File: src/rtl/ale_pkg.sv
// shared types and constants of the array list engine
`default_nettype none

package ale_pkg;

   localparam int OP_W     = 3;
   localparam int POS_W    = 5;
   localparam int VALUE_W  = 32;
   localparam int STATUS_W = 2;
   localparam int FOUND_W  = 4;
   localparam int ECOUNT_W = 5;

   typedef enum logic [OP_W-1:0] {
      OP_INS_AT    = 3'd0,
      OP_INS_FRONT = 3'd1,
      OP_REMOVE    = 3'd2,
      OP_SORTED    = 3'd3,
      OP_SEARCH    = 3'd4,
      OP_READ      = 3'd5
   } op_type;

   typedef enum logic [STATUS_W-1:0] {
      STAT_OK        = 2'd0,
      STAT_FULL      = 2'd1,
      STAT_RANGE     = 2'd2,
      STAT_NOT_FOUND = 2'd3
   } status_type;

   // what the cells do in the current cycle
   typedef enum logic [2:0] {
      CELL_HOLD   = 3'd0,
      CELL_INSERT = 3'd1,
      CELL_SORTED = 3'd2,
      CELL_REMOVE = 3'd3,
      CELL_SEARCH = 3'd4,
      CELL_READ   = 3'd5
   } cell_op_type;

   typedef struct packed {
      cell_op_type               kind;
      logic                      commit;
      logic [POS_W-1:0]          pos;
      logic signed [VALUE_W-1:0] value;
   } cell_ctrl_type;

   // first hit travelling up the chain
   typedef struct packed {
      logic                      hit;
      logic [FOUND_W-1:0]        idx;
      logic signed [VALUE_W-1:0] data;
   } link_type;

endpackage

`default_nettype wire

File: src/rtl/ale_if.sv
// request and response channel interfaces
`default_nettype none

interface ale_req_if;
   import ale_pkg::*;
   logic                      valid;
   logic                      ready;
   logic [OP_W-1:0]           operation;
   logic [POS_W-1:0]          position;
   logic signed [VALUE_W-1:0] value;

   modport source (output valid, output operation, output position, output value,
                   input ready);
   modport sink   (input valid, input operation, input position, input value,
                   output ready);
endinterface

interface ale_rsp_if;
   import ale_pkg::*;
   logic                      valid;
   logic                      ready;
   logic [STATUS_W-1:0]       status;
   logic [FOUND_W-1:0]        found_index;
   logic signed [VALUE_W-1:0] read_value;
   logic [ECOUNT_W-1:0]       entry_count;

   modport source (output valid, output status, output found_index, output read_value,
                   output entry_count, input ready);
   modport sink   (input valid, input status, input found_index, input read_value,
                   input entry_count, output ready);
endinterface

`default_nettype wire

File: src/rtl/ale_cell.sv
// one list cell: holds an entry, shifts with its neighbors, carries the scan waves
`default_nettype none

module ale_cell #(
   parameter int INDEX = 0,
   parameter int CNT_W = 5
) (
   input  logic                               clock,
   input  ale_pkg::cell_ctrl_type             ctrl,
   input  logic [CNT_W-1:0]                   count,
   input  logic signed [ale_pkg::VALUE_W-1:0] left_entry,
   input  logic signed [ale_pkg::VALUE_W-1:0] right_entry,
   input  logic                               below_shift,
   input  logic                               above_wave,
   input  ale_pkg::link_type                  link_below,
   output logic signed [ale_pkg::VALUE_W-1:0] entry_out,
   output logic                               wave_out,
   output logic                               wave_next,
   output ale_pkg::link_type                  link_out,
   output ale_pkg::link_type                  link_next
);
   import ale_pkg::*;

   localparam int CMP_W = (CNT_W > POS_W) ? CNT_W : POS_W;
   localparam logic [CMP_W-1:0] IDX = CMP_W'(INDEX);

   logic signed [VALUE_W-1:0] entry_ff, entry_in;
   logic                      wave_ff, wave_in;
   link_type                  link_ff, link_in;
   logic [CMP_W-1:0]          pos_e, cnt_e;
   logic                      below_cnt, greater, take_left, take_new, hit;

   assign pos_e     = CMP_W'(ctrl.pos);
   assign cnt_e     = CMP_W'(count);
   assign below_cnt = IDX < cnt_e;
   assign greater   = entry_ff > ctrl.value;

   // downward wave: this entry and every valid one above it exceed the value
   assign wave_in = !below_cnt || (greater && above_wave);

   always_comb begin
      if (ctrl.kind == CELL_SORTED) begin
         take_left = below_shift;
         take_new  = wave_in;
      end else begin
         take_left = IDX > pos_e;
         take_new  = IDX == pos_e;
      end
   end

   always_comb begin
      entry_in = entry_ff;
      if (ctrl.commit) begin
         case (ctrl.kind)
            CELL_INSERT, CELL_SORTED: begin
               if (take_left) begin
                  entry_in = left_entry;
               end else if (take_new) begin
                  entry_in = ctrl.value;
               end
            end
            CELL_REMOVE: begin
               if (IDX >= pos_e) begin
                  entry_in = right_entry;
               end
            end
            default: entry_in = entry_ff;
         endcase
      end
   end

   always_comb begin
      case (ctrl.kind)
         CELL_SEARCH: hit = below_cnt && (entry_ff == ctrl.value);
         CELL_READ:   hit = IDX == pos_e;
         default:     hit = 1'b0;
      endcase
   end

   // upward wave: the lowest hit wins
   always_comb begin
      if (link_below.hit) begin
         link_in = link_below;
      end else if (hit) begin
         link_in.hit  = 1'b1;
         link_in.idx  = FOUND_W'(INDEX);
         link_in.data = entry_ff;
      end else begin
         link_in = '0;
      end
   end

   always_ff @(posedge clock) begin
      entry_ff <= entry_in;
      wave_ff  <= wave_in;
      link_ff  <= link_in;
   end

   assign entry_out = entry_ff;
   assign wave_out  = wave_ff;
   assign wave_next = wave_in;
   assign link_out  = link_ff;
   assign link_next = link_in;

endmodule

`default_nettype wire

File: src/rtl/array_list_engine_core.sv
// array list engine top level: sequencer, count and a chain of list cells
// responses: insert at position, insert front, remove and any rejected request
//   give their response in the cycle after acceptance; search, read and sorted
//   insert first scan the cells in SEQ_SCAN and respond after its last step
// requests: one per cycle for the immediate operations while responses are taken;
//   no new request during a scan, whose waves ripple one cell per cycle
// reset (synchronous): clears the count, sequencer and response valid; entries undefined
`default_nettype none

module array_list_engine_core #(
   parameter int LIST_DEPTH = 16
) (
   input  logic      clock,
   input  logic      reset,
   ale_req_if.sink   req_bus,
   ale_rsp_if.source rsp_bus
);
   import ale_pkg::*;

   localparam int CNT_W  = $clog2(LIST_DEPTH + 1);
   localparam int STEP_W = $clog2(LIST_DEPTH);
   localparam int CMP_W  = (CNT_W > POS_W) ? CNT_W : POS_W;

   typedef enum logic [1:0] {
      SEQ_IDLE = 2'b01,
      SEQ_SCAN = 2'b10
   } seq_state_type;

   seq_state_type       state_ff, state_in;
   logic [CNT_W-1:0]    count_ff, count_in;
   logic [STEP_W-1:0]   step_ff, step_in;
   cell_op_type         held_kind_ff, held_kind_in;
   logic [POS_W-1:0]    held_pos_ff, held_pos_in;
   logic signed [VALUE_W-1:0] held_value_ff, held_value_in;

   logic                rsp_valid_ff, rsp_valid_in;
   status_type          rsp_status_ff, rsp_status_in;
   logic [FOUND_W-1:0]  rsp_found_ff, rsp_found_in;
   logic signed [VALUE_W-1:0] rsp_data_ff, rsp_data_in;
   logic [CNT_W-1:0]    rsp_count_ff, rsp_count_in;

   logic                accept, full, pos_gt_cnt, pos_ge_cnt, last_step;
   logic                imm_commit, imm_scan;
   cell_op_type         imm_kind;
   logic [POS_W-1:0]    imm_pos;
   status_type          imm_status;
   cell_ctrl_type       ctrl;
   link_type            top_link;

   logic signed [VALUE_W-1:0] entry_w     [LIST_DEPTH];
   logic                      wave_w      [LIST_DEPTH];
   logic                      wave_next_w [LIST_DEPTH];
   link_type                  link_w      [LIST_DEPTH];
   link_type                  link_next_w [LIST_DEPTH];

   assign req_bus.ready = (state_ff == SEQ_IDLE) && (!rsp_valid_ff || rsp_bus.ready);
   assign accept        = req_bus.valid && req_bus.ready;
   assign full          = count_ff == CNT_W'(LIST_DEPTH);
   assign pos_gt_cnt    = CMP_W'(req_bus.position) > CMP_W'(count_ff);
   assign pos_ge_cnt    = CMP_W'(req_bus.position) >= CMP_W'(count_ff);
   assign last_step     = (state_ff == SEQ_SCAN) && (step_ff == '0);
   assign top_link      = link_next_w[LIST_DEPTH-1];

   // decode of the request at the input
   always_comb begin
      imm_commit = 1'b0;
      imm_scan   = 1'b0;
      imm_kind   = CELL_HOLD;
      imm_pos    = req_bus.position;
      imm_status = STAT_OK;
      case (op_type'(req_bus.operation))
         OP_INS_AT: begin
            if (full) begin
               imm_status = STAT_FULL;
            end else if (pos_gt_cnt) begin
               imm_status = STAT_RANGE;
            end else begin
               imm_commit = 1'b1;
               imm_kind   = CELL_INSERT;
            end
         end
         OP_INS_FRONT: begin
            if (full) begin
               imm_status = STAT_FULL;
            end else begin
               imm_commit = 1'b1;
               imm_kind   = CELL_INSERT;
               imm_pos    = '0;
            end
         end
         OP_REMOVE: begin
            if (pos_ge_cnt) begin
               imm_status = STAT_RANGE;
            end else begin
               imm_commit = 1'b1;
               imm_kind   = CELL_REMOVE;
            end
         end
         OP_SORTED: begin
            if (full) begin
               imm_status = STAT_FULL;
            end else begin
               imm_scan = 1'b1;
               imm_kind = CELL_SORTED;
            end
         end
         OP_SEARCH: begin
            imm_scan = 1'b1;
            imm_kind = CELL_SEARCH;
         end
         OP_READ: begin
            if (pos_ge_cnt) begin
               imm_status = STAT_RANGE;
            end else begin
               imm_scan = 1'b1;
               imm_kind = CELL_READ;
            end
         end
         default: imm_status = STAT_OK;
      endcase
   end

   always_comb begin
      if (state_ff == SEQ_SCAN) begin
         ctrl.kind   = held_kind_ff;
         ctrl.commit = last_step && (held_kind_ff == CELL_SORTED);
         ctrl.pos    = held_pos_ff;
         ctrl.value  = held_value_ff;
      end else begin
         ctrl.kind   = imm_kind;
         ctrl.commit = accept && imm_commit;
         ctrl.pos    = imm_pos;
         ctrl.value  = req_bus.value;
      end
   end

   always_comb begin
      state_in      = state_ff;
      count_in      = count_ff;
      step_in       = step_ff;
      held_kind_in  = held_kind_ff;
      held_pos_in   = held_pos_ff;
      held_value_in = held_value_ff;
      rsp_valid_in  = rsp_valid_ff && !rsp_bus.ready;
      rsp_status_in = rsp_status_ff;
      rsp_found_in  = rsp_found_ff;
      rsp_data_in   = rsp_data_ff;
      rsp_count_in  = rsp_count_ff;
      case (state_ff)
         SEQ_IDLE: begin
            if (accept) begin
               if (imm_scan) begin
                  state_in      = SEQ_SCAN;
                  step_in       = STEP_W'(LIST_DEPTH - 1);
                  held_kind_in  = imm_kind;
                  held_pos_in   = req_bus.position;
                  held_value_in = req_bus.value;
               end else begin
                  if (imm_commit && (imm_kind == CELL_INSERT)) begin
                     count_in = count_ff + 1'b1;
                  end else if (imm_commit && (imm_kind == CELL_REMOVE)) begin
                     count_in = count_ff - 1'b1;
                  end
                  rsp_valid_in  = 1'b1;
                  rsp_status_in = imm_status;
                  rsp_found_in  = '0;
                  rsp_data_in   = '0;
                  rsp_count_in  = count_in;
               end
            end
         end
         SEQ_SCAN: begin
            step_in = step_ff - 1'b1;
            if (last_step) begin
               state_in      = SEQ_IDLE;
               rsp_valid_in  = 1'b1;
               rsp_status_in = STAT_OK;
               rsp_found_in  = '0;
               rsp_data_in   = '0;
               case (held_kind_ff)
                  CELL_SORTED: count_in = count_ff + 1'b1;
                  CELL_SEARCH: begin
                     if (top_link.hit) begin
                        rsp_found_in = top_link.idx;
                     end else begin
                        rsp_status_in = STAT_NOT_FOUND;
                     end
                  end
                  CELL_READ: rsp_data_in = top_link.data;
                  default:   rsp_status_in = STAT_OK;
               endcase
               rsp_count_in = count_in;
            end
         end
         default: state_in = SEQ_IDLE;
      endcase
   end

   always_ff @(posedge clock) begin
      if (reset) begin
         state_ff     <= SEQ_IDLE;
         count_ff     <= '0;
         step_ff      <= '0;
         rsp_valid_ff <= 1'b0;
      end else begin
         state_ff     <= state_in;
         count_ff     <= count_in;
         step_ff      <= step_in;
         rsp_valid_ff <= rsp_valid_in;
      end
   end

   always_ff @(posedge clock) begin
      held_kind_ff  <= held_kind_in;
      held_pos_ff   <= held_pos_in;
      held_value_ff <= held_value_in;
      rsp_status_ff <= rsp_status_in;
      rsp_found_ff  <= rsp_found_in;
      rsp_data_ff   <= rsp_data_in;
      rsp_count_ff  <= rsp_count_in;
   end

   assign rsp_bus.valid       = rsp_valid_ff;
   assign rsp_bus.status      = rsp_status_ff;
   assign rsp_bus.found_index = rsp_found_ff;
   assign rsp_bus.read_value  = rsp_data_ff;
   assign rsp_bus.entry_count = ECOUNT_W'(rsp_count_ff);

   for (genvar i = 0; i < LIST_DEPTH; i++) begin : g_cell
      logic signed [VALUE_W-1:0] left_e, right_e;
      logic                      below_s, above_w;
      link_type                  below_l;

      if (i == 0) begin : g_bottom
         assign left_e  = entry_w[i];
         assign below_s = 1'b0;
         assign below_l = '0;
      end else begin : g_inner_lo
         assign left_e  = entry_w[i-1];
         assign below_s = wave_next_w[i-1];
         assign below_l = link_w[i-1];
      end

      if (i == LIST_DEPTH - 1) begin : g_top
         assign right_e = entry_w[i];
         assign above_w = 1'b1;
      end else begin : g_inner_hi
         assign right_e = entry_w[i+1];
         assign above_w = wave_w[i+1];
      end

      ale_cell #(
         .INDEX (i),
         .CNT_W (CNT_W)
      ) u_cell (
         .clock       (clock),
         .ctrl        (ctrl),
         .count       (count_ff),
         .left_entry  (left_e),
         .right_entry (right_e),
         .below_shift (below_s),
         .above_wave  (above_w),
         .link_below  (below_l),
         .entry_out   (entry_w[i]),
         .wave_out    (wave_w[i]),
         .wave_next   (wave_next_w[i]),
         .link_out    (link_w[i]),
         .link_next   (link_next_w[i])
      );
   end

   // count stays within the list depth
   a_count_bound: assert property (@(posedge clock) disable iff (reset)
      count_ff <= CNT_W'(LIST_DEPTH))
      else $error("entry count exceeds list depth");

   // the response slot is free for the whole scan
   a_scan_rsp_free: assert property (@(posedge clock) disable iff (reset)
      (state_ff == SEQ_SCAN) |-> !rsp_valid_ff)
      else $error("response pending during scan");

   // an accepted insert grows the list by one
   a_insert_count: assert property (@(posedge clock) disable iff (reset)
      (accept && imm_commit && (imm_kind == CELL_INSERT))
      |=> (count_ff == CNT_W'($past(count_ff) + 1'b1)))
      else $error("insert did not advance the count");

   // a rejected insert on a full list leaves the count alone
   a_full_reject: assert property (@(posedge clock) disable iff (reset)
      (accept && full && (imm_status == STAT_FULL)) |=> $stable(count_ff))
      else $error("rejected insert changed the count");

endmodule

`default_nettype wire

File: src/flat_wrapper.sv
// flat-port wrapper written by rule: the top's interface ports become plain ports
module array_list_engine_core_flat import ale_pkg::*;
#(
   parameter int LIST_DEPTH = 16
)
  (clock, reset, req_bus_valid, req_bus_operation, req_bus_position, req_bus_value, req_bus_ready, rsp_bus_valid, rsp_bus_status, rsp_bus_found_index, rsp_bus_read_value, rsp_bus_entry_count, rsp_bus_ready);
  ale_req_if req_bus_i ();
  ale_rsp_if rsp_bus_i ();
  input  logic clock;
  input  logic reset;
  input wire logic [$bits(req_bus_i.valid)-1:0] req_bus_valid;
  input wire logic [$bits(req_bus_i.operation)-1:0] req_bus_operation;
  input wire logic [$bits(req_bus_i.position)-1:0] req_bus_position;
  input wire logic [$bits(req_bus_i.value)-1:0] req_bus_value;
  output wire logic [$bits(req_bus_i.ready)-1:0] req_bus_ready;
  output wire logic [$bits(rsp_bus_i.valid)-1:0] rsp_bus_valid;
  output wire logic [$bits(rsp_bus_i.status)-1:0] rsp_bus_status;
  output wire logic [$bits(rsp_bus_i.found_index)-1:0] rsp_bus_found_index;
  output wire logic [$bits(rsp_bus_i.read_value)-1:0] rsp_bus_read_value;
  output wire logic [$bits(rsp_bus_i.entry_count)-1:0] rsp_bus_entry_count;
  input wire logic [$bits(rsp_bus_i.ready)-1:0] rsp_bus_ready;
  assign req_bus_i.valid = req_bus_valid;
  assign req_bus_i.operation = req_bus_operation;
  assign req_bus_i.position = req_bus_position;
  assign req_bus_i.value = req_bus_value;
  assign req_bus_ready = req_bus_i.ready;
  assign rsp_bus_valid = rsp_bus_i.valid;
  assign rsp_bus_status = rsp_bus_i.status;
  assign rsp_bus_found_index = rsp_bus_i.found_index;
  assign rsp_bus_read_value = rsp_bus_i.read_value;
  assign rsp_bus_entry_count = rsp_bus_i.entry_count;
  assign rsp_bus_i.ready = rsp_bus_ready;
  array_list_engine_core #(.LIST_DEPTH(LIST_DEPTH)) u_core (.clock(clock), .reset(reset), .req_bus(req_bus_i), .rsp_bus(rsp_bus_i));
endmodule
File: config.mk
export PLATFORM = sky130hd
export DESIGN_NAME = array_list_engine_core_flat
export DESIGN_NICKNAME = d
export VERILOG_FILES = /design/src/rtl/ale_pkg.sv /design/src/rtl/ale_if.sv /design/src/rtl/ale_cell.sv /design/src/rtl/array_list_engine_core.sv /design/src/flat_wrapper.sv
export SDC_FILE = /design/constraint.sdc
export NUM_CORES = 2
export LEC_CHECK = 0
export BUFFER_PORTS_ARGS = -buffer_cell sky130_fd_sc_hd__buf_2
export CAP_MARGIN = 20
export CORE_AREA = 3 3 357 359
export CTS_CLUSTER_DIAMETER = 40
export DETAILED_ROUTE_END_ITERATION = 10
export DIE_AREA = 0 0 360 362
export PLACE_DENSITY = 0.64
export SLEW_MARGIN = 20
export SYNTH_ARGS = -nofsm -noshare
export SYNTH_HDL_FRONTEND = slang
export SYNTH_SLANG_ARGS = --single-unit
File: constraint.sdc
create_clock -name clock -period 9.3 [get_ports clock]
set_input_delay 1.395 -clock clock [delete_from_list [all_inputs] [get_ports clock]]
set_output_delay 1.395 -clock clock [all_outputs]
set_load 0.05 [all_outputs]
==> impl_metrics.json <==
{
  "report.final.hold_viol_count": 0,
  "postCtsResizedCells": 0,
  "maxSlewViolCount": 0,
  "cp_slowest_stage_delay_ns": 0.96,
  "synth_largest_area_cell": "edfxtp_1",
  "instances_no_fill": 8026,
  "multiInputGateArea_um2": 30800,
  "netlist_area_um2": 62100,
  "grt_pass1_wl_mm": 304,
  "power_density_nw_per_um2": 202,
  "synth_mux_area_frac": 0.0410,
  "synthXorXnorAreaFrac": 0.00325,
  "overflow": 0,
  "synth_top_family_by_area": "compound AO/OA/AOI/OAI gates",
  "die_area_um2": 130000,
  "drc": 0,
  "fillerInstances": 10733,
  "period_needed_ns": 7.28,
  "cts_made_buffers": 168,
  "cts_root_buf": "clkbuf_16",
  "p_leak_nw": 27.4,
  "setup_viol": 0,
  "ys_warn_count": 0,
  "regArea_um2": 29200,
  "yosys.area_share.adder": 0.103,
  "cp-start-kind": "register",
  "ir_drop_uv": 138,
  "synth_top_area_frac": 0.288,
  "path_cells": "inv_1 -> ha_4 -> mux2_2 -> clkinv_1 -> buf_4 -> ha_1 -> a21oi_1 -> o21ai_0 -> a221o_1 -> a2111oi_1 -> o31ai_1 -> xor2_1 -> o31a_2 -> buf_4 -> nor2_1 -> o31a_1 -> buf_4",
  "synth_cell_types": 98,
  "nets": 6794,
  "drive_gt1_frac": 0.114,
  "vias_per_cell": 6.24,
  "die_width_um": 360,
  "synth_simple_gate_area_frac": 0.149,
  "grt_max_degree": 192,
  "relSlewSlack": 0.123,
  "initial_core_util": 0.500,
  "arrival_ns": 7.71,
  "max-clock-path-buffers": 3,
  "tightest_slew_ns": 1.31,
  "synthCells": 6268,
  "synth_flop_cell": "edfxtp_1",
  "crit_slowest_cell": "a2111oi_1",
  "cts-htree-levels": 4,
  "place_area_um2": 64000,
  "place_inst": 7705,
  "worstSetupPathType": "register to register",
  "holdBufCountCts": 0,
  "fin_crit_sh": 0.783,
  "worstPathMaxFanout": 34,
  "synth_fp_nets": 6821,
  "synth_common_cells": "nand2_1, edfxtp_1, dfxtp_1",
  "fin_util": 0.564,
  "avgSynthCellArea_um2": 9.90,
  "antenna_found_initial": 3,
  "rsz0062_at_grt": "no",
  "p_total_mw": 14.2,
  "cp_common_cell": "buf_4",
  "synth_compound_area_frac": 0.194,
  "synth_edf_count": 595,
  "cts_tree": "built",
  "hpwl_mm": 143,
  "rows": 129,
  "wl_per_cell_um": 25.0,
  "setup_tns_ns": 0,
  "synthArstFlopShare": 0,
  "clkSlewWorstSetupHoldPaths_ns": 0.06,
  "port_buffers": 88,
  "synth_area_leaders": "edfxtp_1, dfxtp_1, ha_1, nand2_1, a221o_1",
  "area_growth_pct": 12.8,
  "cts_setup_buffers": 0,
  "worstSetupEndpointType": "register",
  "io_pins": 89,
  "wirelength_mm": 201,
  "grt_pass1_vias": 48084,
  "status": "finished, final reports clean",
  "cap_violations": 0,
  "fin_area_um2": 70000,
  "fin_skew_ns": 0.0266,
  "dr.pass1.iters": 5,
  "postRouteAntennaNets": 0,
  "hp-class": "register to register",
  "drt_iter0_drc": 5377,
  "clk_latency_ns": 0.79,
  "cp.required_ns": 9.73,
  "core_area_um2": 124000,
  "post-synth-top-count-cell": "nand2_1",
  "track_usage": 0.301,
  "synth-seq-cells": 1162,
  "max_freq_mhz": 137,
  "vias": 50081,
  "die_h_um": 362,
  "place_congestion": 0.992,
  "cts.sinks": 1162,
  "ys_seq_area_frac": 0.471
}
[layout by cell type (no fill, tap or decap), types with 21 or more instances in the layout]
master and count:
a211oi_1 77, a21o_1 127, a21oi_1 308, a221o_1 225, a22o_1 36, a22oi_2 31
and2_1 56, and3_1 146, buf_2 88, buf_4 127, clkbuf_1 23, clkbuf_16 179
clkinv_1 38, dfxtp_1 553, edfxtp_1 595, ha_1 508, inv_1 95, mux2_2 76
mux2i_1 164, nand2_1 1010, nand2b_1 181, nand3_1 44, nand4_1 103, nor2_1 289
nor2b_1 28, nor3_1 36, o211ai_1 22, o21ai_0 368, o21ai_1 309, o221ai_1 71
o31ai_1 48, or3_1 21, xnor2_1 22
[cell families after synthesis]
family | after synthesis
AOI/OAI and AO/OA | 1791
xor gates and xnor gates | 23
adders and majority gates | 512
buffers and inverters | 547
DFF | 1162
muxes | 243
and+or+nand+nor | 1990
[worst paths after layout]
| path | end | slack, ns | startpoint | depth (start not counted) |
|---|---|---|---|---|
| setup / recovery | u_core.g_cell[9].u_cell.entry_out[9] | 2.02 | u_core.state_ff[0] | 17 |
| hold reg to reg | u_core.g_cell[1].u_cell.link_out[18] | 0.42 | u_core.g_cell[0].u_cell.link_out[18] | 2 |
| setup reg to reg | u_core.g_cell[9].u_cell.entry_out[9] | 2.02 | u_core.state_ff[0] | 17 |
| hold / removal | u_core.g_cell[1].u_cell.link_out[18] | 0.42 | u_core.g_cell[0].u_cell.link_out[18] | 2 |
[report_power, final]
group | leakage (nW) | internal [mW] | switching, mW
Clock | 2.85 | 4.11 | 2.50
Combinational | 14.5 | 0.621 | 1.14
Sequential | 10.0 | 5.62 | 0.165
[critical path: cells and delay by family (launching register included)]
| kind | cells | cell delay (ns) |
|---|---|---|
| AOI/OAI and AO/OA | 7 | 2.59 |
| xor gates and xnor gates | 1 | 0.24 |
| adders and majority gates | 2 | 0.91 |
| buffers and inverters | 5 | 2.02 |
| DFF | 1 | 0.32 |
| muxes | 1 | 0.57 |
| and+or+nand+nor | 1 | 0.16 |
[through the flow]
| stage | hold slack, ns | setup WS (ns) |
|---|---|---|
| 2_1_floorplan | 0.401 | 1.85 |
| 3_3_place_gp | 0.408 | 1.65 |
| 3_5_place_dp | 0.412 | 1.88 |
| 4_1_cts | 0.422 | 2.14 |
| 5_1_grt | 0.436 | 1.96 |
| 6_report | 0.417 | 2.02 |
[flip-flops by register name, summed over array words and instances (netlist names), 4 cells and up]
name / cells
u_core.rsp_bus.read_value: 32
u_core.count_ff: 5
u_core.step_ff: 4
u_core.rsp_bus.entry_count: 5
u_core.rsp_bus.found_index: 4
u_core.g_cell.u_cell.entry_out: 512
u_core.g_cell.u_cell.wave_out: 15
u_core.g_cell.u_cell.link_out: 540
u_core.held_value_ff: 32
u_core.held_pos_ff: 5
[area by class of cell]
cell class,count,area share
inverters,128,0.00686
diodes,2,0.0000715
clock buffers,210,0.0668
well taps,1637,0.0293
flip-flops and latches,1162,0.418
multi-input cells,4559,0.440
repair buffers,222,0.0222
clock inverters,106,0.0172
[metal layers]
layer	global-route usage	wire, µm	vias to the layer above
li1	-	-	23207
met1	0.406	85200	24027
met2	0.468	89000	2391
met3	0.0520	16400	454
met4	0.153	10300	2
met5	0	13	-
Power figures use the tool's default switching activity.
